### src/hdl/gsr_pkg.sv
// Shared constants and types for the grid square rotator.
package gsr_pkg;
    localparam int DEF_MAX_SIDE = 1024;
    localparam int COORD_W      = 11;
    localparam int CELL_W       = 8;

    localparam logic [1:0] REQ_WRITE  = 2'd0;
    localparam logic [1:0] REQ_ROTATE = 2'd1;
    localparam logic [1:0] REQ_READ   = 2'd2;
    localparam logic [1:0] REQ_UNUSED = 2'd3;

    localparam logic REG_GRID_SIDE = 1'b0;

    typedef struct packed {
        logic       load;     // item accepted this cycle
        logic       rot;      // rotation sequencing active
        logic [2:0] step;     // 0..3 read corners, 4..7 write corners
        logic       adv;      // move on to next ring group
        logic       out_load; // load result register
        logic       out_mem;  // result takes memory read data
    } t_cmd;

    typedef struct packed {
        logic bad;        // incoming item flagged
        logic ring_empty; // incoming rotate moves nothing
        logic ring_last;  // current group is the final one
    } t_status;
endpackage

### src/hdl/gsr_ctrl.sv
// Controller: item handshake, result valid and rotation sequencing.
module gsr_ctrl import gsr_pkg::*; (
    input  logic       i_clk,
    input  logic       i_rst_n,
    input  logic       i_req_valid,
    input  logic [1:0] i_req_type,
    input  logic       i_rsp_ready,
    input  t_status    i_status,
    output logic       o_req_ready,
    output logic       o_rsp_valid,
    output t_cmd       o_cmd
);
    typedef enum logic [1:0] {S_IDLE, S_RD, S_ROT} t_state;

    t_state     r_state, n_state;
    logic [2:0] r_step, n_step;
    logic       r_rsp_valid, n_rsp_valid;
    logic       accept;

    assign o_req_ready = (r_state == S_IDLE) && (!r_rsp_valid || i_rsp_ready);
    assign accept      = i_req_valid && o_req_ready;
    assign o_rsp_valid = r_rsp_valid;

    always_comb begin
        n_state       = r_state;
        n_step        = r_step;
        o_cmd         = '0;
        o_cmd.step    = r_step;
        case (r_state)
            S_IDLE: begin
                if (accept) begin
                    o_cmd.load = 1'b1;
                    if (i_req_type == REQ_ROTATE && !i_status.bad &&
                        !i_status.ring_empty) begin
                        n_state = S_ROT;
                        n_step  = '0;
                    end else if (i_req_type == REQ_READ && !i_status.bad) begin
                        n_state = S_RD;
                    end else begin
                        o_cmd.out_load = 1'b1;
                    end
                end
            end
            S_RD: begin
                o_cmd.out_load = 1'b1;
                o_cmd.out_mem  = 1'b1;
                n_state        = S_IDLE;
            end
            S_ROT: begin
                o_cmd.rot = 1'b1;
                n_step    = r_step + 3'd1;
                if (r_step == 3'd7) begin
                    if (i_status.ring_last) begin
                        o_cmd.out_load = 1'b1;
                        n_state        = S_IDLE;
                    end else begin
                        o_cmd.adv = 1'b1;
                    end
                end
            end
            default: n_state = S_IDLE;
        endcase
        n_rsp_valid = o_cmd.out_load ? 1'b1 : (r_rsp_valid && !i_rsp_ready);
    end

    always_ff @(posedge i_clk) begin
        if (!i_rst_n) begin
            r_state     <= S_IDLE;
            r_step      <= '0;
            r_rsp_valid <= 1'b0;
        end else begin
            r_state     <= n_state;
            r_step      <= n_step;
            r_rsp_valid <= n_rsp_valid;
        end
    end
endmodule

### config.mk
export PLATFORM = sky130hd
export DESIGN_NAME = gsr_ctrl
export DESIGN_NICKNAME = d
export VERILOG_FILES = /design/src/hdl/gsr_pkg.sv /design/src/hdl/gsr_ctrl.sv
export SDC_FILE = /design/constraint.sdc
export NUM_CORES = 1
export LEC_CHECK = 0
export ABC_AREA = 1
export BUFFER_PORTS_ARGS = -buffer_cell sky130_fd_sc_hd__buf_4
export CAP_MARGIN = 10
export CORE_AREA = 2 2 39 41
export DETAILED_ROUTE_END_ITERATION = 8
export DIE_AREA = 0 0 41 43
export PLACE_DENSITY_LB_ADDON = 0.12
export SYNTH_ARGS = -nofsm -noshare
export SYNTH_HDL_FRONTEND = slang
export SYNTH_SLANG_ARGS = --single-unit
### constraint.sdc
create_clock -name i_clk -period 1.4 [get_ports i_clk]
set_clock_uncertainty 0.2 [all_clocks]
set_input_delay 0.07 -clock i_clk [delete_from_list [all_inputs] [get_ports i_clk]]
set_output_delay 0.07 -clock i_clk [all_outputs]
set_load 0.02 [all_outputs]
# Word level (Yosys, flattened, before mapping)
# Index checks and enable logic that the tools add are counted.
op_classes:
  n_eq_ne: 10
  mux: 22
  add_sub_neg: 1
  reduce_logical: 15
op_table:
  columns: ["cell", "count"]
  rows:
  - ["2-bit 2-to-1 mux", 6]
  - ["1-bit 2-to-1 mux", 11]
  - ["1-bit logical AND", 6]
  - ["3-bit 2-to-1 mux", 2]
  - ["2-bit != test (second input constant)", 3]
  - ["3-bit case mux with 2 select lines", 1]
  - ["2-bit by 1-bit equality test with 1-bit output (second input constant)", 2]
  - ["2-bit equality test (second input constant)", 2]
  - ["1-bit zero test", 4]
  - ["2-bit case mux with 2 select lines", 1]
  - ["4-bit AND reduction", 1]
  - ["3-bit by 1-bit adder with 3-bit output (second input constant)", 1]
  - ["3-bit equality test (second input constant)", 1]
  - ["3-bit by 1-bit != test with 1-bit output (second input constant)", 1]
  - ["1-bit case mux with 3 select lines", 1]
  - ["3-bit AND reduction", 1]
  - ["2-bit zero test", 1]
  - ["2-bit by 1-bit != test with 1-bit output (second input constant)", 1]
  - ["2-bit nonzero test", 1]
  - ["1-bit logical OR", 1]
totals:
  elab_cells: 51
  reg_bits: 6
  input_bits: 9

# Logic depth before layout (Yosys ltp)
# Gate-level depths: netlist (run 1).
logic_depth:
  ltp_word: 7
  depth_mapped: 8
  ltp_nobuf: 8

# Worst setup path after synthesis (run 1)
# No wires, ideal clock.
synth_path:
  kind: "reg-to-output"
  from: "register r_step[1]"
  to: "output port o_cmd[2] (netlist name)"
  arrival_ns: 1.303
  stages_incl_launch_ff: 4
  path_buffers: 0
  slack_ns: -0.173
  required_ns: 1.130
  path_cell_list: "dfxtp_1 > ha_1 > ha_1 > nor3b_1"
synth_rtl:
  columns: ["element", "line_no", "text"]
  rows:
  - ["start: declaration", "gsr_ctrl.sv:16", "logic [2:0] r_step, n_step;"]
  - ["start signal: assignment", "gsr_ctrl.sv:73", "r_step <= n_step;"]
  - ["end: declaration", "gsr_ctrl.sv:11", "output t_cmd o_cmd"]

==> impl.org, run 1 <==
** Timing
- Once routing completed, OpenROAD measured the worst setup slack at -0.183 ns.
- Headroom to the max-slew limit came out at 0.889.
- Final Slew Violations :: 0
- Hold timing on the final database bottoms out at a slack of -0.0353 ns.
- Post-layout min period :: ~1.6 ns
- Summed over all failing endpoints, the final setup total negative slack is -0.251 ns.
- Share of the clock period used by the worst path :: 1.13
- Number of hold-slack violations in the final timing report :: 1
- Setup repair after global routing could not meet its margin everywhere.
- Achievable clock frequency :: 0.632 GHz
- For the pin with the worst max-slew slack, the measured transition is 0.166 ns.
- Setup violations remaining at the end of the flow were counted as 2.

** Min path
- The worst hold path belongs to the class in -> reg.

** Clocking
- CTS built an H-tree with a depth of 1.
- TritonCTS created 3 clock buffers.
- In this run, post-CTS hold repair placed 2 buffers.
- Clock-pin slew was measured on the worst setup and hold paths at 0.05 ns.
- The root buffer cell chosen for the clock tree is clkbuf_4.
- TritonCTS built the clock tree.
- Sinks on the clock net :: 6
- In this run the deepest clock path goes through 2 buffers.
- For the worst-skew pair, the clock arrives at the later sink with an insertion delay of 0.25 ns.

** Synth
- Mux share of post-synthesis cell area :: 0
- Counting every instance in the synthesized netlist gives 69.
- Xor/xnor share of the synthesized area :: 0
- Yosys printed 0 warnings.
- Nets in the synthesized netlist :: 80
- Simple-Gate Fraction of Synth Area :: 0.461
- The post-synthesis compound-gate area fraction was 0.0542.
- After synthesis, the largest family of logic cells by area is simple AND/OR/NAND/NOR gates.
- Average size of a mapped cell :: around 6 µm²
- For this run, the register share of the synthesized area comes to 0.289.
- Total standard cell area after synthesis :: 415 µm²
- Counting flops and latches in the post-synthesis netlist gives 6.
- Post-synthesis share of cell area spent on full adders, half adders and majority gates :: 0.0602
- Count of distinct cell types in the synthesized netlist :: 14

** GRT
- The total overflow left after global routing is 0.
- Maximum number of pins on one net before global-route repair :: 6
- For this run, the total global-route usage over all layers was measured as 0.146.
- The number of global-route vias before repair was 420.
- The number of antenna violations at the first check in global routing is 0.
- First-pass GRT wire length :: 1680 µm

** Pwr
- The share of total power dissipated in combinational logic is 0.305.
- Summed over all nets, the switching power comes to 153 µW.
- Int Power :: 348 µW
- In this run the power density over the cells is 722 nW/µm².
- The share of total power dissipated in the clock network is 0.323.
- Leakage power summed over all cells :: approximately 0.38 nW
- Total design power :: 501 µW
- The share of total power dissipated in sequential elements is 0.372.
- Worst vdd rail ir drop :: roughly 380 µV
- Of the total power, the share spent switching nets is 0.305.

** Floorplanning
- For this configuration, the core starts out at a cell density of 0.300.
- Total die area :: 1760 µm²
- Number of rows created at floorplan :: 14
- Measured along the y axis, the die boundary spans around 43 µm.
- The region available for standard cell placement spans 1380 µm².
- 19 I/O pins were placed.
- Overall die width :: approximately 40 µm

** Critical path
- The signal on the critical path passes through ha_4, ha_4, nand2_4, nor2_2, nor2_1, nand2_1, buf_6.
- Critical path's slowest cell :: dfxtp_2
- The worst setup path is launched from a register.
- For the worst setup path, the data arrival time is 1.31 ns.
- Dominant cell type by count on the critical path :: ha_4
- Startpoint of the most critical setup path :: r_step[1]
- On the worst path, the slowest cell contributes a delay of 0.33 ns.
- In this run the worst setup path terminates at o_cmd[1].
- Required time at the worst-slack endpoint :: approximately 1.1 ns
- Along the worst path, the maximum fanout reaches 2.
- The worst setup path is of the reg -> out kind.
- In this run the critical register-to-register path is captured at o_rsp_valid.
- Category of the worst setup path capture point :: primary output
- Crit Reg-Reg Startpoint :: r_step[1]
- The number of buffers and inverters on the critical path is 1.
- The critical path runs through a total of 7 cells.
- The worst register-to-register path has a depth of 8.
- The cell family contributing the most delay on the critical path is flip-flops.
- Minimum setup slack among reg-to-reg paths :: 0.06 ns

** Run status
- The checks that failed: negative hold slack, negative setup slack.
- Status :: finished with violations

** Layout
- In the layout the commonest cells are buf_4 (20), nand2_1 (17), inv_1 (13).
- Most frequent standard cell in the layout excluding fill and tap cells :: buf_4
- Number of diodes :: 0
- Number of nets in the finished design :: 109
- Fraction of the core area covered by cells at the end of the flow :: 0.502
- Layout cells sized above 1 :: 0.417
- Relative to the synthesized area, the layout overhead comes to 67.2%.

** Place
- Timing analysis after detailed placement gives a worst setup slack of -0.00974 ns.
- The congestion estimate from routability-driven global placement came to 0.766.
- The wire-length estimate of the detail-placed layout is roughly 830 µm.
- In this run the tool buffered the top-level ports with 18 buffer cells.

** Route
- Iteration count of the initial detailed-routing pass :: 3
- The first routing iteration left 6 violations.
- Remaining antenna violation count after routing :: 0
- For this run, design rule violations remaining after detail routing come to 0.
- Vias/cell :: 4.32
- Total via count after detailed routing :: between 400 and 500
- In the final routed layout, each cell accounts on average for between 9 and 10 µm.
- DRT Wirelength :: roughly 1100 µm

** Job
- The tool flagged a number of max-cap violations equal to 0.
-- worst min path at each step --
| stage | startpoint | end | slack (ns) | cells past startpoint |
|---|---|---|---|---|
| finish | i_status[0] | r_state[1] | -0.04 | 4 |
| global route | i_status[0] | r_state[1] | -0.0004 | 4 |
| CTS | i_status[0] | r_state[1] | -0.03 | 4 |
| detailed placement | i_rst_n | o_rsp_valid | 0.08 | 3 |
| global placement | i_rst_n | o_rsp_valid | 0.08 | 3 |
| floorplan | i_rst_n | o_rsp_valid | -0.03 | 2 |
-- tightest hold or removal path, cell delays in order --
cell and delay (ns):
buf_4 0.11, nand2_4 0.04, nand2_1 0.07, a21oi_1 0.07
-- cells in the mapped netlist --
cell type / instances / share of area
a21oi_1: 2 / 0.024
dfxtp_1: 6 / 0.29
ha_1: 2 / 0.060
inv_1: 14 / 0.13
inv_2: 1 / 0.0090
nand2_1: 18 / 0.16
nand2_2: 3 / 0.045
nand3_1: 7 / 0.084
nand3_2: 1 / 0.024
nor2_1: 11 / 0.099
nor2_4: 1 / 0.027
nor3b_1: 1 / 0.018
o211ai_1: 1 / 0.018
o21ai_1: 1 / 0.012
-- power by group through the flow --
stage,clock (mW),combinational [mW],sequential [mW]
2_1_floorplan,0,0.0698,0.195
3_3_place_gp,0,0.137,0.188
3_5_place_dp,0,0.137,0.188
4_1_cts,0.173,0.146,0.186
5_1_grt,0.179,0.167,0.187
6_report,0.162,0.153,0.186
-- state kept, by name, summed over array words and instances, names as in the netlist --
signal,flops
o_rsp_valid,1
r_step,3
r_state,2
-- metrics by stage --
step / cell area (µm²) / cells
floorplan: 423 / 69
global placement: 593 / 105
detailed placement: 593 / 105
CTS: 667 / 110
global route: 694 / 112
finish: 694 / 112
-- cells by family after synthesis --
| kind of cell | Yosys count |
|---|---|
| buffers and inverters | 15 |
| adder cells (fa/ha/maj) | 2 |
| AND/OR/NAND/NOR | 42 |
| AO/OA/AOI/OAI | 4 |
| flip-flops | 6 |
-- per-layer routing --
metal,track usage,share of wire,vias up
met2,0.191,0.45,11
met4,0.140,0.024,0
met5,0,0,-
met1,0.194,0.47,204
met3,0.0157,0.055,4
li1,-,-,265
-- final cells by class --
class | instances | area, µm²
Clock buffer | 3 | 22.5
Fill cell | 155 | 689
Inverter | 15 | 56.3
Multi-Input combinational cell | 48 | 279
Sequential cell | 6 | 124
Tap cell | 16 | 20.0
Timing Repair Buffer | 24 | 193
-- what timing repair did --
action,CTS,global route
cloned,0,0
resized for setup,6,5
pin swaps,2,6
setup buffers,0,2
setup endpoints to repair,3,5
hold endpoints to repair,5,1
Note: power is estimated with default switching activity, not from simulation.
==> run 2: changes to the inputs <==
- CAP_MARGIN: 10 -> 20
- clock period: 1.4 -> 1.3 ns (I/O delays scaled with it)
==> run 2 against run 1 <==
The run still ends with negative hold slack, negative setup slack left. Critical path depth unchanged. First-iteration DRC count down 50%. Register-to-register slack worse by 0.21 ns. Clock power up 9%. Utilization up 8.4 points. Hold slack better by 0.022 ns. Sequential power up 6%. Cell count up 3.6%. Clock-buffer cell count unchanged. Non-clock buffer count up 4. Worst setup slack worse by 0.12 ns. Combinational power up 39%. Largest power group is now combinational cells. Highest routed layer unchanged.
==> impl.org, run 2 (synthesis gave the netlist of run 1 again) <==
** Critical path
- Start-to-end type of the worst setup path :: reg -> out
- For the worst setup path, the data required time is a little over 1 ns.
- The critical path goes through ha_4, ha_4, nand2_2, nor2_2, nor2_1, nand2_1, buf_6.
- The cell that appears most often on the critical path is ha_4.
- For this design, the slowest cell found on the critical path is dfxtp_4.
- Biggest cell delay along the critical path :: 0.35 ns
- STA classifies the critical path startpoint as a register.
- The worst register-to-register path begins at r_step[1].
- Startpoint of the most critical setup path :: r_step[1]
- Of all nets on the critical path, the largest fanout is 2.
- Grouping stages by cell kind, the critical path spends the most delay in flip-flops.
- Endpoint arrival time on the critical path :: between 1 and 1.5 ns
- Buffering stage count on the worst path with inverters included :: 1
- Category of the worst setup path capture point :: primary output

** Pwr
- Power density cells :: 722 nW/µm²
- Worst vdd rail ir drop :: around 380 µV
- Total design power :: 586 µW
- In this run the static leakage power is 0.424 nW.

** Floorplanning
- Floorplan core area :: 1380 µm²
- Total die area :: 1760 µm²
- The initialized floorplan defines 14 standard-cell rows.
- 19 I/O pins were placed.
- Vert. Die Dim :: about 43 µm
- Overall die width :: between 40 and 50 µm
- The initial utilization of the core area, before any placement, comes to 0.300.

** Clocking
- Clock slew seen by the registers of the worst setup and hold paths :: ~0.050 ns
- Clk Latency, worst-skew pair :: 0.25 ns
- In this run, CTS created clock tree buffers numbering 3.
- In this run the deepest clock path goes through 2 buffers.
- CTS H-Tree Depth :: 1
- TritonCTS built the clock tree.
- Sinks on the clock net :: 6
- The tree is rooted in a clkbuf_4.

** Route
- In the final routed layout, each cell accounts on average for 11.3 µm.
- DRC marker count from the first detailed-route iteration :: 3
- Summing over every cut layer, the via total after detailed routing is 520.
- Post-route DRC :: 0
- Remaining antenna violation count after routing :: 0
- Iteration count of the initial detailed-routing pass :: 4
- Vias/cell :: 4.48
- After detailed routing, the total wire length is between 1000 and 1500 µm.

** Timing
- Share of the clock period used by the worst path :: 1.23
- Static timing analysis puts the maximum clock frequency at 0.623 GHz.
- Setup violations remaining at the end of the flow were counted as 6.
- The routed design could run at a clock period as short as 1.60 ns.
- Number of hold-slack violations in the final timing report :: 1
- On the final layout, the worst hold slack is -0.0130 ns.
- Final Slew Violations :: 0
- For the pin with the worst max-slew slack, the measured transition is 0.181 ns.
- Final worst setup slack :: -0.304 ns
- RSZ-0062 raised after global routing :: true
- Worst relative slew slack :: 0.879

** GRT
- Global route overflow :: 0
- Maximum number of pins on one net before global-route repair :: 6
- First-pass GRT wire length :: 1900 µm
- Combined global-route utilization of all metal layers :: 0.161
- The number of antenna violations at the first check in global routing was 0.
- Number of global-route vias before repair :: a little under 500

** Min path
- Tightest Hold Check Type :: in -> reg
- Worst min-delay path startpoint :: i_status[0]

** Layout
- At the end of the flow, the number of nets in the layout was 113.
- Ranked by flip-flop count, first place goes to r_step.
- Number of flip-flops in the largest register :: 3
- Area delta synth->final :: 95.2%
- Number of diodes :: 0
- Most frequent standard cell in the layout excluding fill and tap cells :: buf_4
- In the layout the commonest cells are buf_4 (18), nand2_1 (13), inv_1 (11).
- In the final layout, the share of cells above drive strength 1 is 0.560.

** Run status
- Status :: finished with violations
- The checks that failed: negative hold slack, negative setup slack.

** Place
- RD Place Congestion :: 0.719
- During placement, the flow inserted port buffers numbering 18.
- Detailed placement ended at an HPWL of between 900 and 1000 µm.

** Job
- Max cap viols :: 0
run 2: layout make-up:
type | instances | area [µm²]
inverter | 15 | 58.8
tap | 16 | 20.0
clock buffer | 3 | 22.5
multi-input combinational | 48 | 332
sequential | 6 | 133
fill | 130 | 573
timing repair buffer | 28 | 245
run 2: per-layer routing:
layer | up-vias | part of all wire | track usage
li1 | 273 | - | -
met1 | 234 | 0.38 | 0.160
met2 | 11 | 0.58 | 0.300
met3 | 2 | 0.036 | 0.0157
met4 | 0 | 0.0061 | 0.0800
met5 | - | 0 | 0
run 2: final timing paths:
kind	to	slack [ns]	cells past startpoint
worst max-delay path	o_cmd[1]	-0.30	7
worst min-delay path	r_state[1]	-0.01	4
worst max register to register	o_rsp_valid	-0.15	9
worst min register to register	r_step[2]	0.39	4
run 2: report_power, final:
part           internal (mW)  switching [mW]  total, mW
sequential             0.189         0.00885      0.198
clock                  0.105          0.0713      0.176
combinational          0.102           0.110      0.212
run 2: what timing repair did:
action                     CTS  global route
hold buffers                 2             0
hold endpoints to repair     5             0
buffers inserted             4             0
gates resized for setup     15            14
setup endpoints to repair    7            11
pin swaps                    7             7
gates cloned                 0             0
run 2: through the flow:
stage / utilization / cell area [µm²] / TNS [ns] / setup WS [ns] / cells
after floorplan: - / 458 / -0.0329 / -0.0329 / 69
after global placement: 0.465 / 643 / -0.0826 / -0.0433 / 107
after detailed placement: 0.465 / 643 / -0.121 / -0.0621 / 107
after CTS: 0.545 / 754 / -0.722 / -0.317 / 116
after global routing: 0.586 / 811 / -1.05 / -0.333 / 116
final: 0.586 / 811 / -0.748 / -0.304 / 116
run 2: worst reg2reg max path, stage by stage (launching register included):
cell     delay (ns)
dfxtp_4        0.35
ha_4           0.16
ha_4           0.15
nand2_2        0.06
nor2_2         0.03
nor2_1         0.12
buf_4          0.13
nand3_2        0.05
nand2_1        0.06
inv_1          0.04
